--- config.mk ---
export PLATFORM = sky130hd
export DESIGN_NAME = joystick_report_conditioner
export DESIGN_NICKNAME = d
export VERILOG_FILES = /design/src/rtl/jrc_pkg.sv /design/src/rtl/jrc_front.sv /design/src/rtl/jrc_div.sv /design/src/rtl/jrc_back.sv /design/src/rtl/joystick_report_conditioner.sv
export SDC_FILE = /design/constraint.sdc
export NUM_CORES = 2
export LEC_CHECK = 0
export BUFFER_PORTS_ARGS = -buffer_cell sky130_fd_sc_hd__buf_2
export CELL_PAD_IN_SITES_DETAIL_PLACEMENT = 0
export CELL_PAD_IN_SITES_GLOBAL_PLACEMENT = 2
export CORE_ASPECT_RATIO = 1.75
export CORE_UTILIZATION = 45
export CTS_CLUSTER_DIAMETER = 40
export CTS_CLUSTER_SIZE = 25
export DETAILED_ROUTE_END_ITERATION = 16
export GPL_ROUTABILITY_DRIVEN = 1
export PLACE_DENSITY_LB_ADDON = 0.15
export SYNTH_ARGS = -nofsm -noshare
export SYNTH_HDL_FRONTEND = slang
export SYNTH_HIERARCHICAL = 1
export SYNTH_SLANG_ARGS = --single-unit
--- constraint.sdc ---
create_clock -name clk -period 17.4 [get_ports clk]
set_input_delay 1.74 -clock clk [delete_from_list [all_inputs] [get_ports clk]]
set_output_delay 1.74 -clock clk [all_outputs]
set_load 0.005 [all_outputs]
--- src/rtl/jrc_pkg.sv ---
`timescale 1ns / 1ps
`default_nettype none
package jrc_pkg;

  localparam int AXIS_W = 16;
  localparam int BTN_W  = 16;
  localparam int NAX    = 4;

  localparam logic signed [16:0] AXIS_HI = 17'sd32767;
  localparam logic signed [16:0] AXIS_LO = -17'sd32768;
  localparam logic [14:0] DEAD_ZONE_RST = 15'd1000;
  localparam logic [2:0]  AXES_RST      = 3'd4;
  localparam logic [47:0] CALIB_RST     = 48'h8000_0000_7FFF;

  localparam logic [2:0] REG_DEAD_ZONE = 3'd0;
  localparam logic [2:0] REG_AXES      = 3'd1;
  localparam logic [2:0] REG_CALIB0    = 3'd2;
  localparam logic [2:0] REG_CALIB3    = 3'd5;

  localparam logic EV_BUTTON = 1'b0;
  localparam logic EV_AXIS   = 1'b1;

  typedef struct packed {
    logic [15:0]        buttons;
    logic signed [15:0] axis_0;
    logic signed [15:0] axis_1;
    logic signed [15:0] axis_2;
    logic signed [15:0] axis_3;
  } in_word_t;

  typedef struct packed {
    logic               event_kind;
    logic [3:0]         button_index;
    logic               button_pressed;
    logic [15:0]        button_mask;
    logic signed [15:0] axis_out_0;
    logic signed [15:0] axis_out_1;
    logic signed [15:0] axis_out_2;
    logic signed [15:0] axis_out_3;
    logic [2:0]         valid_axes;
    logic               last_of_run;
  } out_word_t;

  // classified job handed from front to back
  typedef struct packed {
    logic [15:0]        cur;
    logic [15:0]        changed;
    logic signed [15:0] axis_0;
    logic signed [15:0] axis_1;
    logic signed [15:0] axis_2;
    logic signed [15:0] axis_3;
  } job_t;

endpackage
`default_nettype wire

--- src/rtl/jrc_front.sv ---
`timescale 1ns / 1ps
`default_nettype none
module jrc_front #(
  parameter int BUTTONS = 16
) (
  input  wire                clk,
  input  wire                rst_n,
  input  wire                in_valid,
  output logic               in_stall,
  input  jrc_pkg::in_word_t  in_data,
  output logic               job_valid,
  input  wire                job_ready,
  output jrc_pkg::job_t      job
);
  import jrc_pkg::*;

  localparam int NB = (BUTTONS > 16) ? 16 : BUTTONS;
  localparam logic [15:0] BMASK = (NB >= 16) ? 16'hFFFF : 16'((32'd1 << NB) - 32'd1);

  // two-entry queue
  job_t        q_r [2];
  logic [1:0]  cnt_r, cnt_nxt;
  logic        wp_r, rp_r;
  logic [15:0] prev_r;
  logic [15:0] cur;
  logic        push, pop;

  assign cur      = in_data.buttons & BMASK;
  assign in_stall = (cnt_r == 2'd2);
  assign push     = in_valid && !in_stall;
  assign pop      = job_valid && job_ready;
  assign job_valid = (cnt_r != 2'd0);
  assign job      = q_r[rp_r];

  always_comb begin
    cnt_nxt = cnt_r;
    if (push && !pop) cnt_nxt = cnt_r + 2'd1;
    else if (!push && pop) cnt_nxt = cnt_r - 2'd1;
  end

  always_ff @(posedge clk) begin
    if (!rst_n) begin
      cnt_r  <= 2'd0;
      wp_r   <= 1'b0;
      rp_r   <= 1'b0;
      prev_r <= 16'd0;
    end else begin
      cnt_r <= cnt_nxt;
      if (push) begin
        wp_r   <= !wp_r;
        prev_r <= cur;
      end
      if (pop) rp_r <= !rp_r;
    end
  end

  always_ff @(posedge clk) begin
    if (push) begin
      q_r[wp_r].cur     <= cur;
      q_r[wp_r].changed <= (cur ^ prev_r) & BMASK;
      q_r[wp_r].axis_0  <= in_data.axis_0;
      q_r[wp_r].axis_1  <= in_data.axis_1;
      q_r[wp_r].axis_2  <= in_data.axis_2;
      q_r[wp_r].axis_3  <= in_data.axis_3;
    end
  end
endmodule
`default_nettype wire

--- src/rtl/jrc_div.sv ---
`timescale 1ns / 1ps
`default_nettype none
// signed restoring divider, quotient truncated toward zero, one bit per cycle
module jrc_div (
  input  wire                clk,
  input  wire                rst_n,
  input  wire                start,
  input  wire signed [32:0]  num,
  input  wire signed [17:0]  den,
  output logic               done,
  output logic signed [32:0] quo
);
  logic [32:0] n_r;
  logic [32:0] q_r;
  logic [17:0] d_r;
  logic [17:0] rem_r;
  logic [5:0]  cnt_r;
  logic        neg_r, busy_r;
  logic [18:0] trial;

  assign trial = {rem_r, n_r[32]} - {1'b0, d_r};

  always_ff @(posedge clk) begin
    if (!rst_n) begin
      busy_r <= 1'b0;
      done   <= 1'b0;
      cnt_r  <= 6'd0;
    end else begin
      done <= 1'b0;
      if (start) begin
        busy_r <= 1'b1;
        cnt_r  <= 6'd33;
      end else if (busy_r) begin
        cnt_r <= cnt_r - 6'd1;
        if (cnt_r == 6'd1) begin
          busy_r <= 1'b0;
          done   <= 1'b1;
        end
      end
    end
  end

  always_ff @(posedge clk) begin
    if (start) begin
      n_r   <= num[32] ? 33'(-num) : num;
      d_r   <= den[17] ? 18'(-den) : den;
      neg_r <= num[32] ^ den[17];
      rem_r <= 18'd0;
      q_r   <= 33'd0;
    end else if (busy_r) begin
      n_r <= {n_r[31:0], 1'b0};
      if (!trial[18]) begin
        rem_r <= trial[17:0];
        q_r   <= {q_r[31:0], 1'b1};
      end else begin
        rem_r <= {rem_r[16:0], n_r[32]};
        q_r   <= {q_r[31:0], 1'b0};
      end
    end
  end

  assign quo = neg_r ? 33'(-q_r) : q_r;
endmodule
`default_nettype wire

--- src/rtl/jrc_back.sv ---
`timescale 1ns / 1ps
`default_nettype none
module jrc_back #(
  parameter int AXES = 4
) (
  input  wire                clk,
  input  wire                rst_n,
  input  wire                job_valid,
  output logic               job_ready,
  input  jrc_pkg::job_t      job,
  input  wire [14:0]         dead_zone,
  input  wire [2:0]          axes_in_use,
  input  wire [191:0]        calib,
  output logic               out_valid,
  input  wire                out_stall,
  output jrc_pkg::out_word_t out_data
);
  import jrc_pkg::*;

  typedef enum logic [2:0] {S_IDLE, S_BTN, S_AXSET, S_AXWAIT, S_REPORT, S_OUT} st_t;

  st_t                st_r;
  job_t               j_r;
  logic [15:0]        pend_r;
  logic [1:0]         ax_r;
  logic [2:0]         naxes_r;
  logic               moved_r;
  logic               ret_btn_r;
  logic signed [15:0] vals_r [4];
  logic signed [15:0] newv_r [4];
  out_word_t          o_r;

  logic               dstart, ddone;
  logic signed [32:0] dnum, dquo;
  logic signed [17:0] dden;
  logic               zero_span_r;

  logic [3:0]         lo_idx;
  logic               more_btn;
  logic [15:0]        pend_rest;
  logic [47:0]        cal;
  logic signed [15:0] raw, mn, ce, mx;
  logic signed [17:0] span;
  logic signed [16:0] off;
  logic signed [32:0] clamped;
  logic [15:0]        mag;
  logic signed [15:0] fin;
  logic               last_ax;
  out_word_t          btn_w, axw_w;

  jrc_div u_div (
    .clk(clk), .rst_n(rst_n), .start(dstart), .num(dnum), .den(dden),
    .done(ddone), .quo(dquo)
  );

  // lowest pending button
  always_comb begin
    lo_idx = 4'd0;
    for (int i = 15; i >= 0; i--) if (pend_r[i]) lo_idx = 4'(i);
    pend_rest = pend_r & ~(16'd1 << lo_idx);
  end
  assign more_btn = (pend_rest != 16'd0);

  always_comb begin
    case (ax_r)
      2'd0: begin
        raw = j_r.axis_0;
        cal = calib[47:0];
      end
      2'd1: begin
        raw = j_r.axis_1;
        cal = calib[95:48];
      end
      2'd2: begin
        raw = j_r.axis_2;
        cal = calib[143:96];
      end
      default: begin
        raw = j_r.axis_3;
        cal = calib[191:144];
      end
    endcase
    mn = cal[47:32];
    ce = cal[31:16];
    mx = cal[15:0];
    off  = 17'(raw) - 17'(ce);
    span = (raw >= ce) ? (18'(mx) - 18'(ce)) : (18'(ce) - 18'(mn));
    dnum = 33'(off) * 33'sd32767;
    dden = span;
    clamped = (dquo > 33'(AXIS_HI)) ? 33'(AXIS_HI)
            : (dquo < 33'(AXIS_LO)) ? 33'(AXIS_LO) : dquo;
    mag = clamped[15] ? 16'(-clamped[15:0]) : clamped[15:0];
    if (zero_span_r) fin = 16'sd0;
    else if (clamped[15] ? (17'(mag) == 17'd32768 ? 1'b0 : mag < {1'b0, dead_zone})
                         : (mag < {1'b0, dead_zone}))
      fin = 16'sd0;
    else fin = clamped[15:0];
    last_ax = ({1'b0, ax_r} + 3'd1 >= naxes_r);
  end

  // axes are settled before any button word goes out, so the last word is known
  always_comb begin
    btn_w = '0;
    btn_w.event_kind     = EV_BUTTON;
    btn_w.button_index   = lo_idx;
    btn_w.button_pressed = j_r.cur[lo_idx];
    btn_w.button_mask    = j_r.cur;
    btn_w.last_of_run    = !more_btn && !moved_r;
    axw_w = '0;
    axw_w.event_kind  = EV_AXIS;
    axw_w.button_mask = j_r.cur;
    axw_w.axis_out_0  = (naxes_r > 3'd0) ? newv_r[0] : 16'sd0;
    axw_w.axis_out_1  = (naxes_r > 3'd1) ? newv_r[1] : 16'sd0;
    axw_w.axis_out_2  = (naxes_r > 3'd2) ? newv_r[2] : 16'sd0;
    axw_w.axis_out_3  = (naxes_r > 3'd3) ? newv_r[3] : 16'sd0;
    axw_w.valid_axes  = naxes_r;
    axw_w.last_of_run = 1'b1;
  end

  assign dstart    = (st_r == S_AXSET) && (naxes_r != 3'd0) && (span != 18'sd0);
  assign job_ready = (st_r == S_IDLE);
  assign out_valid = (st_r == S_OUT);
  assign out_data  = o_r;

  always_ff @(posedge clk) begin
    if (!rst_n) begin
      st_r    <= S_IDLE;
      pend_r  <= 16'd0;
      ax_r    <= 2'd0;
      naxes_r <= 3'd0;
      moved_r <= 1'b0;
      ret_btn_r <= 1'b0;
      zero_span_r <= 1'b0;
      for (int i = 0; i < 4; i++) vals_r[i] <= 16'sd0;
    end else begin
      case (st_r)
        S_IDLE: if (job_valid) begin
          j_r     <= job;
          pend_r  <= job.changed;
          naxes_r <= (axes_in_use > 3'(AXES)) ? 3'(AXES) : axes_in_use;
          ax_r    <= 2'd0;
          moved_r <= 1'b0;
          for (int i = 0; i < 4; i++) newv_r[i] <= vals_r[i];
          st_r <= S_AXSET;
        end
        S_AXSET: begin
          if (naxes_r == 3'd0) st_r <= S_BTN;
          else begin
            zero_span_r <= (span == 18'sd0);
            st_r <= S_AXWAIT;
          end
        end
        S_AXWAIT: if (zero_span_r || ddone) begin
          newv_r[ax_r] <= fin;
          if (fin != vals_r[ax_r]) moved_r <= 1'b1;
          if (last_ax) st_r <= S_BTN;
          else begin
            ax_r <= ax_r + 2'd1;
            st_r <= S_AXSET;
          end
        end
        S_BTN: begin
          if (pend_r != 16'd0) begin
            o_r       <= btn_w;
            pend_r    <= pend_rest;
            ret_btn_r <= 1'b1;
            st_r      <= S_OUT;
          end else st_r <= S_REPORT;
        end
        S_REPORT: begin
          for (int i = 0; i < 4; i++) vals_r[i] <= newv_r[i];
          if (moved_r) begin
            o_r       <= axw_w;
            ret_btn_r <= 1'b0;
            st_r      <= S_OUT;
          end else st_r <= S_IDLE;
        end
        S_OUT: if (!out_stall) st_r <= ret_btn_r ? S_BTN : S_IDLE;
        default: st_r <= S_IDLE;
      endcase
    end
  end
endmodule
`default_nettype wire

--- src/rtl/joystick_report_conditioner.sv ---
// Flow: the report is registered in the queue, taken by the back end, then each axis in use
// passes through the shared one-bit-per-cycle divider (skipped on a zero span), then one word
// goes out per button event and a closing axis report follows when any axis moved.
// Throughput: one report at a time in the back end; a two-word queue lets the front
// take up to two more reports meanwhile.
// Reset (rst_n, synchronous): registers to defaults, stored mask and axis values to zero.
`timescale 1ns / 1ps
`default_nettype none
module joystick_report_conditioner #(
  parameter int AXES    = 4,
  parameter int BUTTONS = 16
) (
  input  wire                clk,
  input  wire                rst_n,
  input  wire                in_valid,
  output logic               in_stall,
  input  jrc_pkg::in_word_t  in_data,
  output logic               out_valid,
  input  wire                out_stall,
  output jrc_pkg::out_word_t out_data,
  input  wire                cfg_valid,
  output logic               cfg_ready,
  input  wire [2:0]          cfg_index,
  input  wire [47:0]         cfg_data
);
  import jrc_pkg::*;

  logic [14:0]  dz_r;
  logic [2:0]   ax_r;
  logic [191:0] cal_r;
  logic         jv, jr;
  job_t         jb;

  assign cfg_ready = 1'b1;

  always_ff @(posedge clk) begin
    if (!rst_n) begin
      dz_r  <= DEAD_ZONE_RST;
      ax_r  <= AXES_RST;
      cal_r <= {4{CALIB_RST}};
    end else if (cfg_valid) begin
      if (cfg_index == REG_DEAD_ZONE) dz_r <= cfg_data[14:0];
      else if (cfg_index == REG_AXES) ax_r <= cfg_data[2:0];
      else if (cfg_index >= REG_CALIB0 && cfg_index <= REG_CALIB3)
        cal_r[{cfg_index[1:0] - 2'd2, 6'd0} - {cfg_index[1:0] - 2'd2, 4'd0} +: 48]
          <= cfg_data;
    end
  end

  jrc_front #(.BUTTONS(BUTTONS)) u_front (
    .clk(clk), .rst_n(rst_n), .in_valid(in_valid), .in_stall(in_stall),
    .in_data(in_data), .job_valid(jv), .job_ready(jr), .job(jb)
  );

  jrc_back #(.AXES(AXES)) u_back (
    .clk(clk), .rst_n(rst_n), .job_valid(jv), .job_ready(jr), .job(jb),
    .dead_zone(dz_r), .axes_in_use(ax_r), .calib(cal_r),
    .out_valid(out_valid), .out_stall(out_stall), .out_data(out_data)
  );
endmodule
`default_nettype wire

==> out/qor.yml <==
yosys:
  synth-seq-cells: 861
  synthXorXnorAreaFrac_pct: 4.46
  synth-compound-area-share_pct: 16.2
  yosysWarningCount: 6
  synthSimpleGateAreaFrac_pct: 12.2
  synth.area.mux_share_pct: 5.46
  syn_area_um2: 49300
  syn_avg_cell_area_um2: 10.6
  yosysUniqueCellTypes: 116
  synth_fa_ha_area_share_pct: 10.6
  async_flop_share_pct: 0
  netlist_instances: 4642
  synth_enable_flop_cells: 542
  synthFlopType: "edfxtp_1"
  mappedNetlistNets: 5103
  ys_seq_area_share_pct: 46.0
  synth_top_family_by_area: "compound AO/OA/AOI/OAI gates"
timing:
  setup_viol: 0
  period_minus_slack_ns: 13.16
  fin_crit_sh_pct: 75.7
  rsz0062_at_grt: "false"
  fmax_ghz: 0.0760
  slew_headroom_pct: 13.7
  maxSlewViolCount: 0
  hold_viol: 0
  tightest_slew_ns: 1.29
  setup-tns-final_ns: 0
  fin_worst_skew_ns: 0.0548
detailed_routing:
  via_count: 36404
  dr.first_iter.drc_count: 2769
  wirelength_um: 147000
  detail-route-antenna-nets: 0
  wl_per_cell_um: 23.4
  vias_per_cell: 5.79
  drc: 0
  drt_first_pass_iters: 8
finish:
  fin_cells: 6287
  fillers: 10021
  post-route-util_pct: 50.6
  nNetsFinal: 5212
  seq_area_um2: 22700
  multi_input_area_um2: 24200
  fin_area_um2: 55000
  areaGrowthSynthToFinish_pct: 11.6
  drive_gt1_share_pct: 14.3
placement:
  dp.cells: 6118
  post_dp_cell_area_um2: 51700
  portBuffers: 227
  dpl.hpwl_um: 107000
  gp_congestion: 0.915
clocking:
  clockRootBuffer: "clkbuf_16"
  cts_tree: "yes"
  cts_hold_buf: 0
  htreeDepth: 3
  clock_path_buffers: 3
  clk_latency_ns: 0.71
  path_clk_slew_ns: 0.07
  numCtsBuffers: 89
  clock-sinks: 861
  post_cts_resized: 0
  cts_setup_buffers: 0
grt:
  grt_use_total_pct: 26.4
  grt_max_degree: 82
  grt_first_pass_wirelength_um: 223000
  grt-ovfl-total: 0
  antenna_found_initial: 7
  grt_pass1_vias: 36529
die:
  dieArea_um2: 111000
  pin_count: 229
  initial_core_util_pct: 45.4
  fp.dieW_um: 252
  fp-row-count: 160
  core_um2: 109000
  fp.dieH_um: 440
run:
  max_cap_violations: 0
worst_setup_path:
  cp-endpoint: "u_back/u_div/n_r[30]"
  cp_slowest_cell: "xor2_1"
  slowest_delay_ns: 0.70
  rrSetupSlack_ns: 4.24
  critPathLaunchType: "flip-flop"
  worstPathRequired_ns: 17.77
  end_kind: "flip-flop"
  r2r-end: "u_back/u_div/n_r[30]"
  r2r_cells: 39
  crit_start: "u_back/ax_r[0]"
  timing.rr.start: "u_back/ax_r[0]"
  crit_type: "flip-flop to flip-flop"
  cp_max_fo: 39
  worstPathArrival_ns: 13.54
outcome:
  outcome: "finished, final reports clean"
worst_hold_path:
  hp-class: "flip-flop to flip-flop"
-- placed cells by master (no fill, tap or decap), types with 42 or more instances in the layout --
cell and instances:
a22o_1 59, nor2_1 299, o21ai_0 217, xnor2_1 136, buf_4 69, nand2b_1 53
a21o_1 45, a22oi_1 42, dfxtp_1 317, nor2b_1 62, xor2_1 103, buf_2 225
nand2_1 281, a222oi_1 53, a21oi_1 346, and2_1 62, inv_1 331, and3_1 92
ha_1 170, mux2_2 109, clkbuf_16 90, mux2i_1 97, a211oi_1 67, nand3_1 86
nor3_1 46, fa_1 150, edfxtp_1 542
-- state kept, by name, summed over array words and instances, names as in the netlist, 3 cells and up, named ones only --
register	count
u_back/vals_r	64
u_back/u_div/rem_r	18
u_back/axw_w	16
u_back/j_r	64
u_back/newv_r	64
dz_r	15
u_back/naxes_r	3
u_back/u_div/n_r	33
u_back/st_r	3
u_back/pend_r	16
u_back/u_div/q_r	33
u_back/u_div/cnt_r	6
u_back/u_div/d_r	18
ax_r	3
u_front/q_r	192
u_front/prev_r	16
cal_r	192
u_back/out_data	90
-- critical path: cells and delay by family (launching register included) --
family,cells,cell delay (ns)
AND/OR/NAND/NOR,5,1.79
multiplexers,1,0.39
adder cells (fa/ha/maj),9,4.15
AO/OA/AOI/OAI,12,3.23
XOR/XNOR,4,1.28
flip-flops,1,0.40
buffers and inverters,8,1.49
-- metrics by stage --
stage / setup WS, ns / hold slack [ns]
5_1_grt: 3.49 / 0.472
4_1_cts: 4.30 / 0.452
6_report: 4.24 / 0.451
3_3_place_gp: 4.51 / 0.427
3_5_place_dp: 4.38 / 0.436
2_1_floorplan: 5.44 / 0.420
-- area by class of cell --
| type | instances | share of cell area [%] |
|---|---|---|
| antenna | 2 | 0.00910 |
| clock buffer | 96 | 4.17 |
| tap | 1458 | 3.32 |
| sequential | 861 | 41.2 |
| inverter | 337 | 2.32 |
| clock inverter | 71 | 1.91 |
| multi-input combinational | 3168 | 44.1 |
| timing repair buffer | 294 | 2.99 |
-- cell usage after synthesis (33+ instances only) --
cell type	count	area [µm²]
edfxtp_1	542	16300
a21oi_1	350	1750
inv_1	333	1250
dfxtp_1	319	6390
nor2_1	302	1130
nand2_1	281	1050
o21ai_0	218	1090
ha_1	175	2190
clkbuf_1	174	653
fa_1	150	3000
xnor2_1	138	1210
mux2_2	109	1230
xor2_1	104	911
mux2i_1	97	971
and3_1	93	582
nand3_1	86	430
a211oi_1	67	503
and2_1	65	407
nor2b_1	62	388
a22o_1	59	517
nand2b_1	54	338
a222oi_1	53	531
buf_2	53	265
nor3_1	50	250
a21o_1	46	345
a22oi_1	42	315
o211ai_1	41	308
nand4_1	39	244
o31ai_1	36	270
a2bb2oi_1	33	289
-- cell families after synthesis --
logic type                 count (synthesis)
AOI/OAI and AO/OA                       1186
xor gates and xnor gates                 247
adders and majority gates                327
buffers and inverters                    613
DFF                                      861
muxes                                    229
other                                      1
and+or+nand+nor                         1178
-- how the worst min path moves through the flow --
stage | depth (start not counted) | slack [ns] | to | start
floorplan | 2 | 0.42 | cal_r[183] | cal_r[183]
detailed placement | 0 | 0.44 | u_back/out_data[74] | u_back/axw_w[74]
global placement | 0 | 0.43 | u_back/out_data[74] | u_back/axw_w[74]
finish | 2 | 0.45 | cal_r[183] | cal_r[183]
global route | 0 | 0.47 | u_back/out_data[73] | u_back/axw_w[73]
CTS | 2 | 0.45 | cal_r[183] | cal_r[183]
-- routing by layer --
layer / global-route usage, % / wire, µm
met2: 46.6 / 74400
met4: 12.6 / 7090
met5: 0 / 45
met1: 31.4 / 58600
met3: 3.98 / 7250
Power is not shown: default switching activity piles up to over one toggle a cycle in this logic, so the estimate is an artifact.
